$ cat config.mk
export PLATFORM = sky130hd
export DESIGN_NAME = skct_seq
export DESIGN_NICKNAME = d
export VERILOG_FILES = /design/src/hw/rtl/skct_pkg.sv /design/src/hw/rtl/skct_seq.sv
export VERILOG_INCLUDE_DIRS = /design/src /design/src/hw/rtl
export SDC_FILE = /design/constraint.sdc
export NUM_CORES = 1
export LEC_CHECK = 0
export BUFFER_PORTS_ARGS = -buffer_cell sky130_fd_sc_hd__buf_2
export CORE_MARGIN = 2
export CORE_UTILIZATION = 31
export CTS_CLUSTER_DIAMETER = 50
export DETAILED_ROUTE_END_ITERATION = 12
export PLACE_DENSITY_LB_ADDON = 0.15
export REMOVE_ABC_BUFFERS = 1
export SETUP_SLACK_MARGIN = 0.15
export SYNTH_ARGS = -nofsm -noshare
export SYNTH_HDL_FRONTEND = slang
export SYNTH_SLANG_ARGS = --single-unit
$ cat constraint.sdc
create_clock -name clk_i -period 8.2 [get_ports clk_i]
set_input_delay 1.64 -clock clk_i [delete_from_list [all_inputs] [get_ports clk_i]]
set_output_delay 1.64 -clock clk_i [all_outputs]
set_load 0.005 [all_outputs]
$ cat src/hw/rtl/sorted_key_count_table_unit_assert.svh
// Assertion macros for the sorted key count table unit.
// Included by skct_seq, which checks its own sequencing; expects clk_i and rst_ni.
`ifndef SORTED_KEY_COUNT_TABLE_UNIT_ASSERT_SVH
`define SORTED_KEY_COUNT_TABLE_UNIT_ASSERT_SVH

// Same-cycle implication, inactive while in reset.
`define SKCT_ASSERT_IMP(lbl, ante, cons, msg) \
  lbl: assert property (@(posedge clk_i) disable iff (!rst_ni) (ante) |-> (cons)) \
    else $error(msg);

// Next-cycle implication, inactive while in reset.
`define SKCT_ASSERT_NXT(lbl, ante, cons, msg) \
  lbl: assert property (@(posedge clk_i) disable iff (!rst_ni) (ante) |=> (cons)) \
    else $error(msg);

`endif

$ cat src/hw/rtl/skct_pkg.sv
// Shared types and constants for the sorted key count table unit.
// No dependencies; imported by skct_seq, the top module and the bench.
package skct_pkg;

  localparam int unsigned CAPACITY_DEF  = 256;
  localparam int unsigned KEY_BYTES_DEF = 8;
  localparam int unsigned KEY_W         = 64;
  localparam int unsigned COUNT_W       = 32;
  localparam int unsigned FILL_W        = 9;
  localparam int unsigned REQ_W         = 2;

  localparam logic [COUNT_W-1:0] COUNT_MAX = '1;

  localparam logic [REQ_W-1:0] REQ_INSERT = 2'd0;
  localparam logic [REQ_W-1:0] REQ_DELETE = 2'd1;
  localparam logic [REQ_W-1:0] REQ_FIND   = 2'd2;

  typedef enum logic [2:0] {
    ST_BUMPED    = 3'd0,
    ST_INSERTED  = 3'd1,
    ST_DELETED   = 3'd2,
    ST_NOT_FOUND = 3'd3,
    ST_FULL      = 3'd4
  } status_e;

  typedef struct packed {
    status_e              status;
    logic                 found;
    logic [COUNT_W-1:0]   count;
    logic [FILL_W-1:0]    fill_level;
  } res_t;

endpackage

$ cat src/hw/rtl/skct_seq.sv
// Request sequencer: binary search, hit check, entry shifting and result build.
// Depends on skct_pkg and drives the table memory skct_mem.
`include "sorted_key_count_table_unit_assert.svh"

module skct_seq import skct_pkg::*; #(
  parameter int unsigned CAPACITY  = CAPACITY_DEF,
  parameter int unsigned KEY_BYTES = KEY_BYTES_DEF,
  localparam int unsigned AW = $clog2(CAPACITY),
  localparam int unsigned CW = $clog2(CAPACITY + 1),
  localparam int unsigned KW = 8 * KEY_BYTES,
  localparam int unsigned DW = KW + COUNT_W
) (
  input  logic             clk_i,
  input  logic             rst_ni,
  input  logic             req_valid_i,
  output logic             req_ready_o,
  input  logic [REQ_W-1:0] req_type_i,
  input  logic [KEY_W-1:0] req_key_i,
  output logic             mem_we_o,
  output logic [AW-1:0]    mem_waddr_o,
  output logic [DW-1:0]    mem_wdata_o,
  output logic [AW-1:0]    mem_raddr_o,
  input  logic [DW-1:0]    mem_rdata_i,
  output logic             res_valid_o,
  input  logic             res_ready_i,
  output res_t             res_o
);

  typedef enum logic [2:0] {
    S_IDLE,
    S_SRCH,
    S_SCMP,
    S_HCHK,
    S_DECIDE,
    S_SHIFT,
    S_PUT,
    S_OUT
  } state_e;

  state_e             state_q, state_d;
  logic [REQ_W-1:0]   req_q, req_d;
  logic [KW-1:0]      key_q, key_d;
  logic [CW-1:0]      lo_q, lo_d, hi_q, hi_d, used_q, used_d, rem_q, rem_d;
  logic [AW-1:0]      mid_q, mid_d, ptr_q, ptr_d, last_q, last_d;
  logic               hit_q, hit_d, pend_q, pend_d, up_q, up_d;
  logic [COUNT_W-1:0] held_q, held_d;
  res_t               res_q, res_d;

  logic [CW:0]        sum_w;
  logic [CW-1:0]      mid_full;
  logic [KW-1:0]      rd_key;
  logic [COUNT_W-1:0] rd_cnt, bump_cnt;
  logic [CW-1:0]      used_dec, pos_inc;

  assign sum_w    = {1'b0, lo_q} + {1'b0, hi_q};
  assign mid_full = sum_w[CW:1];
  assign rd_key   = mem_rdata_i[DW-1 -: KW];
  assign rd_cnt   = mem_rdata_i[COUNT_W-1:0];
  assign bump_cnt = (held_q == COUNT_MAX) ? held_q : held_q + COUNT_W'(1);
  assign used_dec = used_q - CW'(1);
  assign pos_inc  = lo_q + CW'(1);

  always_comb begin
    state_d     = state_q;
    req_d       = req_q;
    key_d       = key_q;
    lo_d        = lo_q;
    hi_d        = hi_q;
    used_d      = used_q;
    rem_d       = rem_q;
    mid_d       = mid_q;
    ptr_d       = ptr_q;
    last_d      = last_q;
    hit_d       = hit_q;
    pend_d      = pend_q;
    up_d        = up_q;
    held_d      = held_q;
    res_d       = res_q;
    mem_we_o    = 1'b0;
    mem_waddr_o = lo_q[AW-1:0];
    mem_wdata_o = {key_q, bump_cnt};
    mem_raddr_o = mid_full[AW-1:0];

    case (state_q)
      S_IDLE: begin
        if (req_valid_i) begin
          req_d   = req_type_i;
          key_d   = req_key_i[KEY_W-1 -: KW];
          lo_d    = '0;
          hi_d    = used_q;
          state_d = S_SRCH;
        end
      end
      S_SRCH: begin
        if (lo_q < hi_q) begin
          mem_raddr_o = mid_full[AW-1:0];
          mid_d       = mid_full[AW-1:0];
          state_d     = S_SCMP;
        end else if (lo_q < used_q) begin
          mem_raddr_o = lo_q[AW-1:0];
          state_d     = S_HCHK;
        end else begin
          hit_d   = 1'b0;
          state_d = S_DECIDE;
        end
      end
      S_SCMP: begin
        if (rd_key < key_q) begin
          lo_d = CW'(mid_q) + CW'(1);
        end else begin
          hi_d = CW'(mid_q);
        end
        state_d = S_SRCH;
      end
      S_HCHK: begin
        hit_d   = (rd_key == key_q);
        held_d  = rd_cnt;
        state_d = S_DECIDE;
      end
      S_DECIDE: begin
        state_d = S_OUT;
        case (req_q)
          REQ_INSERT: begin
            if (hit_q) begin
              mem_we_o = 1'b1;
              res_d    = '{ST_BUMPED, 1'b1, bump_cnt, FILL_W'(used_q)};
            end else if (used_q == CW'(CAPACITY)) begin
              res_d = '{ST_FULL, 1'b0, '0, FILL_W'(used_q)};
            end else begin
              // open a gap: move entries [pos, used) up by one, top first
              up_d    = 1'b1;
              rem_d   = used_q - lo_q;
              ptr_d   = used_dec[AW-1:0];
              pend_d  = 1'b0;
              state_d = S_SHIFT;
            end
          end
          REQ_DELETE: begin
            if (hit_q) begin
              up_d    = 1'b0;
              rem_d   = used_dec - lo_q;
              ptr_d   = pos_inc[AW-1:0];
              pend_d  = 1'b0;
              state_d = S_SHIFT;
            end else begin
              res_d = '{ST_NOT_FOUND, 1'b0, '0, FILL_W'(used_q)};
            end
          end
          default: begin
            if (hit_q) begin
              res_d = '{ST_BUMPED, 1'b1, held_q, FILL_W'(used_q)};
            end else begin
              res_d = '{ST_NOT_FOUND, 1'b0, '0, FILL_W'(used_q)};
            end
          end
        endcase
      end
      S_SHIFT: begin
        // read one entry per cycle, write it back one slot over in the next cycle
        if (pend_q) begin
          mem_we_o    = 1'b1;
          mem_waddr_o = up_q ? last_q + AW'(1) : last_q - AW'(1);
          mem_wdata_o = mem_rdata_i;
        end
        if (rem_q != '0) begin
          mem_raddr_o = ptr_q;
          last_d      = ptr_q;
          ptr_d       = up_q ? ptr_q - AW'(1) : ptr_q + AW'(1);
          rem_d       = rem_q - CW'(1);
          pend_d      = 1'b1;
        end else begin
          pend_d = 1'b0;
          if (!pend_q) begin
            state_d = S_PUT;
          end
        end
      end
      S_PUT: begin
        state_d = S_OUT;
        if (up_q) begin
          mem_we_o    = 1'b1;
          mem_wdata_o = {key_q, COUNT_W'(1)};
          used_d      = used_q + CW'(1);
          res_d       = '{ST_INSERTED, 1'b0, COUNT_W'(1), FILL_W'(used_q + CW'(1))};
        end else begin
          used_d = used_dec;
          res_d  = '{ST_DELETED, 1'b1, '0, FILL_W'(used_dec)};
        end
      end
      S_OUT: begin
        if (res_ready_i) begin
          state_d = S_IDLE;
        end
      end
      default: begin
        state_d = S_IDLE;
      end
    endcase
  end

  always_ff @(posedge clk_i or negedge rst_ni) begin
    if (!rst_ni) begin
      state_q <= S_IDLE;
      req_q   <= '0;
      key_q   <= '0;
      lo_q    <= '0;
      hi_q    <= '0;
      used_q  <= '0;
      rem_q   <= '0;
      mid_q   <= '0;
      ptr_q   <= '0;
      last_q  <= '0;
      hit_q   <= 1'b0;
      pend_q  <= 1'b0;
      up_q    <= 1'b0;
      held_q  <= '0;
      res_q   <= '0;
    end else begin
      state_q <= state_d;
      req_q   <= req_d;
      key_q   <= key_d;
      lo_q    <= lo_d;
      hi_q    <= hi_d;
      used_q  <= used_d;
      rem_q   <= rem_d;
      mid_q   <= mid_d;
      ptr_q   <= ptr_d;
      last_q  <= last_d;
      hit_q   <= hit_d;
      pend_q  <= pend_d;
      up_q    <= up_d;
      held_q  <= held_d;
      res_q   <= res_d;
    end
  end

  assign req_ready_o = (state_q == S_IDLE);
  assign res_valid_o = (state_q == S_OUT);
  assign res_o       = res_q;

  `SKCT_ASSERT_IMP(a_used_bound, 1'b1, used_q <= CW'(CAPACITY), "fill count above capacity")
  `SKCT_ASSERT_IMP(a_waddr_bound, mem_we_o, CW'(mem_waddr_o) < CW'(CAPACITY), "write beyond table")
  `SKCT_ASSERT_IMP(a_search_window, state_q == S_SRCH, (lo_q <= hi_q) && (hi_q <= used_q),
                   "search window out of order")
  `SKCT_ASSERT_IMP(a_find_no_write, (state_q == S_DECIDE) && (req_q != REQ_INSERT), !mem_we_o,
                   "find or delete wrote the table while deciding")
  `SKCT_ASSERT_NXT(a_back_to_idle, res_valid_o && res_ready_i, req_ready_o,
                   "sequencer not idle after result handoff")

endmodule

Word level (Yosys, flattened, before mapping). Index checks and enable logic that the tools add are counted.

Bits of input ports: 166. Bits in registers: 209. Output and inout port bits: 160.

$lt $le $gt $ge: 3. Eq/ne operators: 29. $add $sub $neg: 13. Reductions and logical operators: 19. Mux-type cells: 66.

Operators with widths (count): one-hot mux 96 bit (2 select lines) (1); one-hot mux 45 bit (2 select lines) (2); 2-to-1 mux 45 bit (3); 2-to-1 mux 96 bit (1); 2-to-1 mux 44 bit (2); 2-to-1 mux 8 bit (11); 2-to-1 mux 9 bit (9); one-hot mux 9 bit (2 select lines) (4); == test 64 bit (1); < comparator 64 bit (1); 2-to-1 mux 32 bit (2); one-hot mux 8 bit (2 select lines) (3); adder 32 x 1 -> 32 bit, second input constant (1); == test 32 bit, second input constant (1); adder 8 x 1 -> 8 bit, second input constant (3); one-hot mux 3 bit (8 select lines) (1); != test 2 bit, second input constant (11); < comparator 9 bit (2); 2-to-1 mux 3 bit (6); subtractor 9 x 1 -> 9 bit, second input constant (2); subtractor 9 bit (2); subtractor 8 x 1 -> 8 bit, second input constant (2); != test 3 bit, second input constant (5); == test 3 bit, second input constant (4); other kinds (23) (50).

Depth between registers and ports, before layout.
Word-level depth: 5. Depth in mapped cells: 11. Mapped depth without buffers: 11.

Least setup slack after synthesis. OpenSTA, ideal clock, no wires.

Kind: register -> output. Start: register lo_q[1]. End: output port mem_raddr_o[0]. Path slack: 4119 ps. Stages on the path, launching flop included: 11. Arrival: 2441 ps. Buffers on the path: 1. Cell sequence: dfrtp_1 > inv_1 > ha_1 > nor2b_1 > o21ai_0 > a21boi_0 > o31ai_1 > a21oi_1 > and3_1 > clkbuf_1 > a221o_1.

Word-level cells in the longest chain between the ends: 4.

RTL lines: start, declared (line skct_seq.sv:43) `logic [CW-1:0] lo_q, lo_d, hi_q, hi_d, used_q, used_d, rem_q, rem_d;`; start signal, assigned (line skct_seq.sv:222) `lo_q <= lo_d;`; adder 9 bit / < comparator 9 bit (equally long branches) (line skct_seq.sv:55, skct_seq.sv:99); 2-to-1 mux 8 bit (line skct_seq.sv:99) `end else if (lo_q < used_q) begin`; 2-to-1 mux 8 bit (line skct_seq.sv:95) `if (lo_q < hi_q) begin`; one-hot mux 8 bit (2 select lines) * (line skct_seq.sv:84) `case (state_q)`; end, declared (line skct_seq.sv:22) `output logic [AW-1:0] mem_raddr_o,`.

Every way passes the cells marked *; elsewhere a longest branch is shown, timed or not.

Worst setup path in the final report.
Start: register state_q[0]. End: output port mem_wdata_o[24].

Word-level cells in the longest chain between the ends: 2.

RTL lines: start, declared (line skct_seq.sv:40) `state_e state_q, state_d;`; start signal, assigned (line skct_seq.sv:219) `state_q <= state_d;`; == test 3 bit (line skct_seq.sv:84); one-hot mux 96 bit (2 select lines) * (line skct_seq.sv:84); end, declared (line skct_seq.sv:21) `output logic [DW-1:0] mem_wdata_o,`.

Marked as above.

==> results <==
- The timing-limited maximum frequency is between 0.15 and 0.2 GHz.
- In the routed layout, each cell is associated on average with a via count of 5.12.
- Max-cap violations in this run came to 0.
- The area of the die is 48600 um2.
- The worst hold path class is reg2reg.
- The highest ir drop seen on vdd is 0.182 mV.
- The global-route wire length before repair is 77500 um.
- The post-route minimum period is 5.45 ns.
- The longest clock path from root to sink contains 3 buffers.
- The final global-route overflow total is 0.
- The die width is 221 um.
- The global routing usage on met1 is 0.280.
- The final weighted congestion in routability-driven placement is 0.891.
- Summing all flip-flop and latch instances after layout gives between 5000 and 6000 um2.
- Port buffering added 325 buffers.
- met2 is the most crowded layer.
- In the final timing run, aggregate negative setup slack is 0 ns.
- TritonCTS built the clock tree.
- The met3 usage is 0.0393.
- The critical path class is reg2out.
- The critical path data arrival time is 3.81 ns.
- The clock root buffer is sky130_fd_sc_hd__clkbuf_16.
- The initial antenna violation count is 7.
- The worst-case headroom to the max-slew limit is 0.333.
- For the pin with the worst max-slew slack, the measured transition is 0.996 ns.
- The critical path startpoint is state_q[0]$_DFFE_PN0P_.
- The average footprint of a synthesized cell is ~8.5 um2.
- Of all nets on the critical path, the largest fanout is 30.
- The total via count after detailed routing is 13500.
- The number of resized instances in the post-cts repair step is 0.
- The count of mapped cells out of synthesis is 1700.
- The number of library cell types mapped by synthesis is around 80.
- The per-cell routed wire length is approximately 19 um.
- The worst hold path passes through 2 cells.
- The portion of the post-synthesis area used by sequential elements is 0.360.
- The core region is 46500 um2.
- From synthesis to final layout, the design area changed by 23.5%.
- For the worst setup path, the data required time is 6.56 ns.
- The final HPWL from detailed placement is 37700 um.
- Setup repair after global routing left no endpoint under its margin.
- The reg-to-reg startpoint is used_q[0]$_DFFE_PN0P_.
- The leakage power of the design is just over 8 nW.
- The most frequent standard cell in the layout excluding fill and tap cells is sky130_fd_sc_hd__buf_2.
- The library cells used most frequently in the layout, excluding fill and tap cells, are 324 x sky130_fd_sc_hd__buf_2, 268 x sky130_fd_sc_hd__nand2_1, 239 x sky130_fd_sc_hd__o21ai_0, 209 x sky130_fd_sc_hd__dfrtp_1, 114 x sky130_fd_sc_hd__ha_1.
- After synthesis, the share of flip-flops with an asynchronous set or reset is 1.00.
- The post-CTS setup repair buffer count is 0.
- The worst hold path endpoint is res_o[44]$_DFFE_PN0P_.
- The endpoint of the worst register-to-register path is res_o[34]$_DFFE_PN0P_.
- The global routing usage summed across all routing layers is 0.206.
- The I/O pin count is between 300 and 400.
- The power density relative to cell area is 421 nW/um2.
- The flip-flop and latch count after synthesis is 209.
- The synthesized netlist occupies a cell area of 14500 um2.
- The portion of the clock cycle consumed by the worst path in the final layout is 0.665.
- The count of routing violations after the opening detailed-route iteration is 860.
- The met2 capacity usage during global routing is 0.332.
- The number of nets with antenna violations after routing is 0.
- The number of hold violations in the final report is 0.
- The pre-antenna-repair detailed-routing pass consisted of 5 iterations.
- The worst register-to-register path has a setup slack of 4.70 ns.
- Of the cells placed in the final design, the portion with a size suffix greater than 1 is 0.237.
- The primary flip-flop cell chosen by synthesis mapping is sky130_fd_sc_hd__dfrtp_1.
- The smallest hold slack is between 0.4 and 0.5 ns.
- The via count of the first global-routing pass came to 13100.
- In this run, synthesis inferred 0 flip-flops with an integrated enable.
- For this configuration, the core starts out at a cell density of 0.313.
- The later-pin clock latency in the skew report is 0.54 ns.
- For this block, the routed nets add up to 50400 um of wire.
- Clock-pin slew was measured on the worst setup and hold paths at 0.05 ns.
- The launch point of the worst hold path is res_o[44]$_DFFE_PN0P_.
- The largest net degree at the start of global routing is roughly 130.
- Clock skew on the completed layout was measured at a little over 0.02 ns.
- The worst-case reg-to-reg path depth is 9.
- The count of pins over their slew limit is 0.
- The count of yosys warnings during synthesis is 0.
- The number of buffers added by the clock tree synthesis step is 38.
- STA classifies the critical path endpoint as an output port.
- The number of hold buffers added after CTS was 0.
- The floorplan step set the die height to between 200 and 250 um.
- The clock drives around 210 sinks.
- The final-report setup violation count is 0.
- The number of nets in the finished design is between 2000 and 2500.
- The CTS H-tree depth is 2.
- The area of the multi-input gates is 8500 um2.
- The startpoint kind of the worst setup timing path is a flop.
- In the routed design, unresolved DRC markers number 0.
- The floorplan has 79 rows.
- The layout filler cell count is 4843.
- The run finished with clean final reports.
## stage by stage
stage | cell area (um2) | setup WS (ns) | power, mW | util | cells
after detailed placement | 16700 | 3.25 | 5.95 | 0.359 | 2553
after floorplan | 14100 | 0.550 | 4.43 | - | 1609
after global routing | 17900 | 2.44 | 8.21 | 0.386 | 2624
after CTS | 17900 | 2.67 | 7.62 | 0.386 | 2620
final | 17900 | 2.75 | 7.56 | 0.386 | 2625
after global placement | 16700 | 3.45 | 5.92 | 0.359 | 2553
## critical path, cell delays in order, from the launching register on
cell	delay, ns
sky130_fd_sc_hd__dfrtp_1	0.56
sky130_fd_sc_hd__nor2b_1	0.25
sky130_fd_sc_hd__and2_1	0.67
sky130_fd_sc_hd__nand2_1	0.51
sky130_fd_sc_hd__nand2_1	0.86
sky130_fd_sc_hd__o21ai_0	0.23
sky130_fd_sc_hd__buf_2	0.18
## layout make-up
type / instances / area share
multi-input combinational: 1287 / 0.474
timing repair buffer: 337 / 0.0969
sequential: 209 / 0.291
antenna: 5 / 0.000697
inverter: 113 / 0.0236
clock buffer: 46 / 0.0581
clock inverter: 21 / 0.0130
tap: 607 / 0.0423
## metal layers
metal	up-vias	wire, um
met2	333	23500
met5	-	23
met4	4	1360
met1	6460	22800
li1	6576	-
met3	78	2660
## worst max-delay path by stage
| stage | to | slack [ns] | cells past startpoint |
|---|---|---|---|
| floorplan | mem_waddr_o[1] | 0.55 | 3 |
| global placement | lo_q[0]$_DFFE_PN0P_ | 3.45 | 9 |
| detailed placement | mem_wdata_o[24] | 3.25 | 6 |
| CTS | mem_wdata_o[24] | 2.67 | 6 |
| global route | mem_wdata_o[31] | 2.44 | 6 |
| finish | mem_wdata_o[24] | 2.75 | 6 |
## registers in the layout, summed over array words and instances, names as in the netlist
name / flops
state_q: 3
pend_q: 1
last_q: 8
used_q: 9
ptr_q: 8
hit_q: 1
lo_q: 9
held_q: 32
mid_q: 8
hi_q: 9
rem_q: 9
res_o: 45
key_q: 64
req_q: 2
up_q: 1
## synth_stat cells, types with 11 or more instances
cell | count | area [um2]
sky130_fd_sc_hd__ha_1 | 114 | 1430
sky130_fd_sc_hd__and3_1 | 12 | 75.1
sky130_fd_sc_hd__xor2_1 | 33 | 289
sky130_fd_sc_hd__nor2_1 | 59 | 221
sky130_fd_sc_hd__nand2_1 | 268 | 1010
sky130_fd_sc_hd__xnor2_1 | 51 | 447
sky130_fd_sc_hd__inv_1 | 113 | 424
sky130_fd_sc_hd__a221o_1 | 19 | 190
sky130_fd_sc_hd__a21o_1 | 27 | 203
sky130_fd_sc_hd__nor3_1 | 32 | 160
sky130_fd_sc_hd__o21ai_0 | 239 | 1200
sky130_fd_sc_hd__a21oi_1 | 77 | 385
sky130_fd_sc_hd__clkbuf_1 | 74 | 278
sky130_fd_sc_hd__dfrtp_1 | 209 | 5230
sky130_fd_sc_hd__mux2i_1 | 22 | 220
sky130_fd_sc_hd__nand3_1 | 47 | 235
sky130_fd_sc_hd__nand2b_1 | 11 | 68.8
sky130_fd_sc_hd__nand4_1 | 21 | 131
sky130_fd_sc_hd__mux2_2 | 57 | 642
sky130_fd_sc_hd__a211oi_1 | 13 | 97.6
sky130_fd_sc_hd__and2_1 | 15 | 93.8
sky130_fd_sc_hd__a31oi_1 | 16 | 100
sky130_fd_sc_hd__nor3b_1 | 14 | 105
## logic make-up after synthesis
| group | share of synthesized area |
|---|---|
| XOR/XNOR | 0.0506 |
| AO/OA/AOI/OAI | 0.193 |
| adder cells (fa/ha/maj) | 0.105 |
| flip-flops | 0.360 |
| multiplexers | 0.0593 |
| buffers and inverters | 0.0570 |
| AND/OR/NAND/NOR | 0.175 |
## report_power, final
| part | switching [mW] | internal [mW] | total [mW] |
|---|---|---|---|
| clock network | 0.581 | 1.03 | 1.61 |
| registers | 0.443 | 1.46 | 1.90 |
| logic | 2.34 | 1.70 | 4.04 |
| total | 3.37 | 4.19 | 7.56 |
Note: power is estimated with default switching activity, not from simulation.
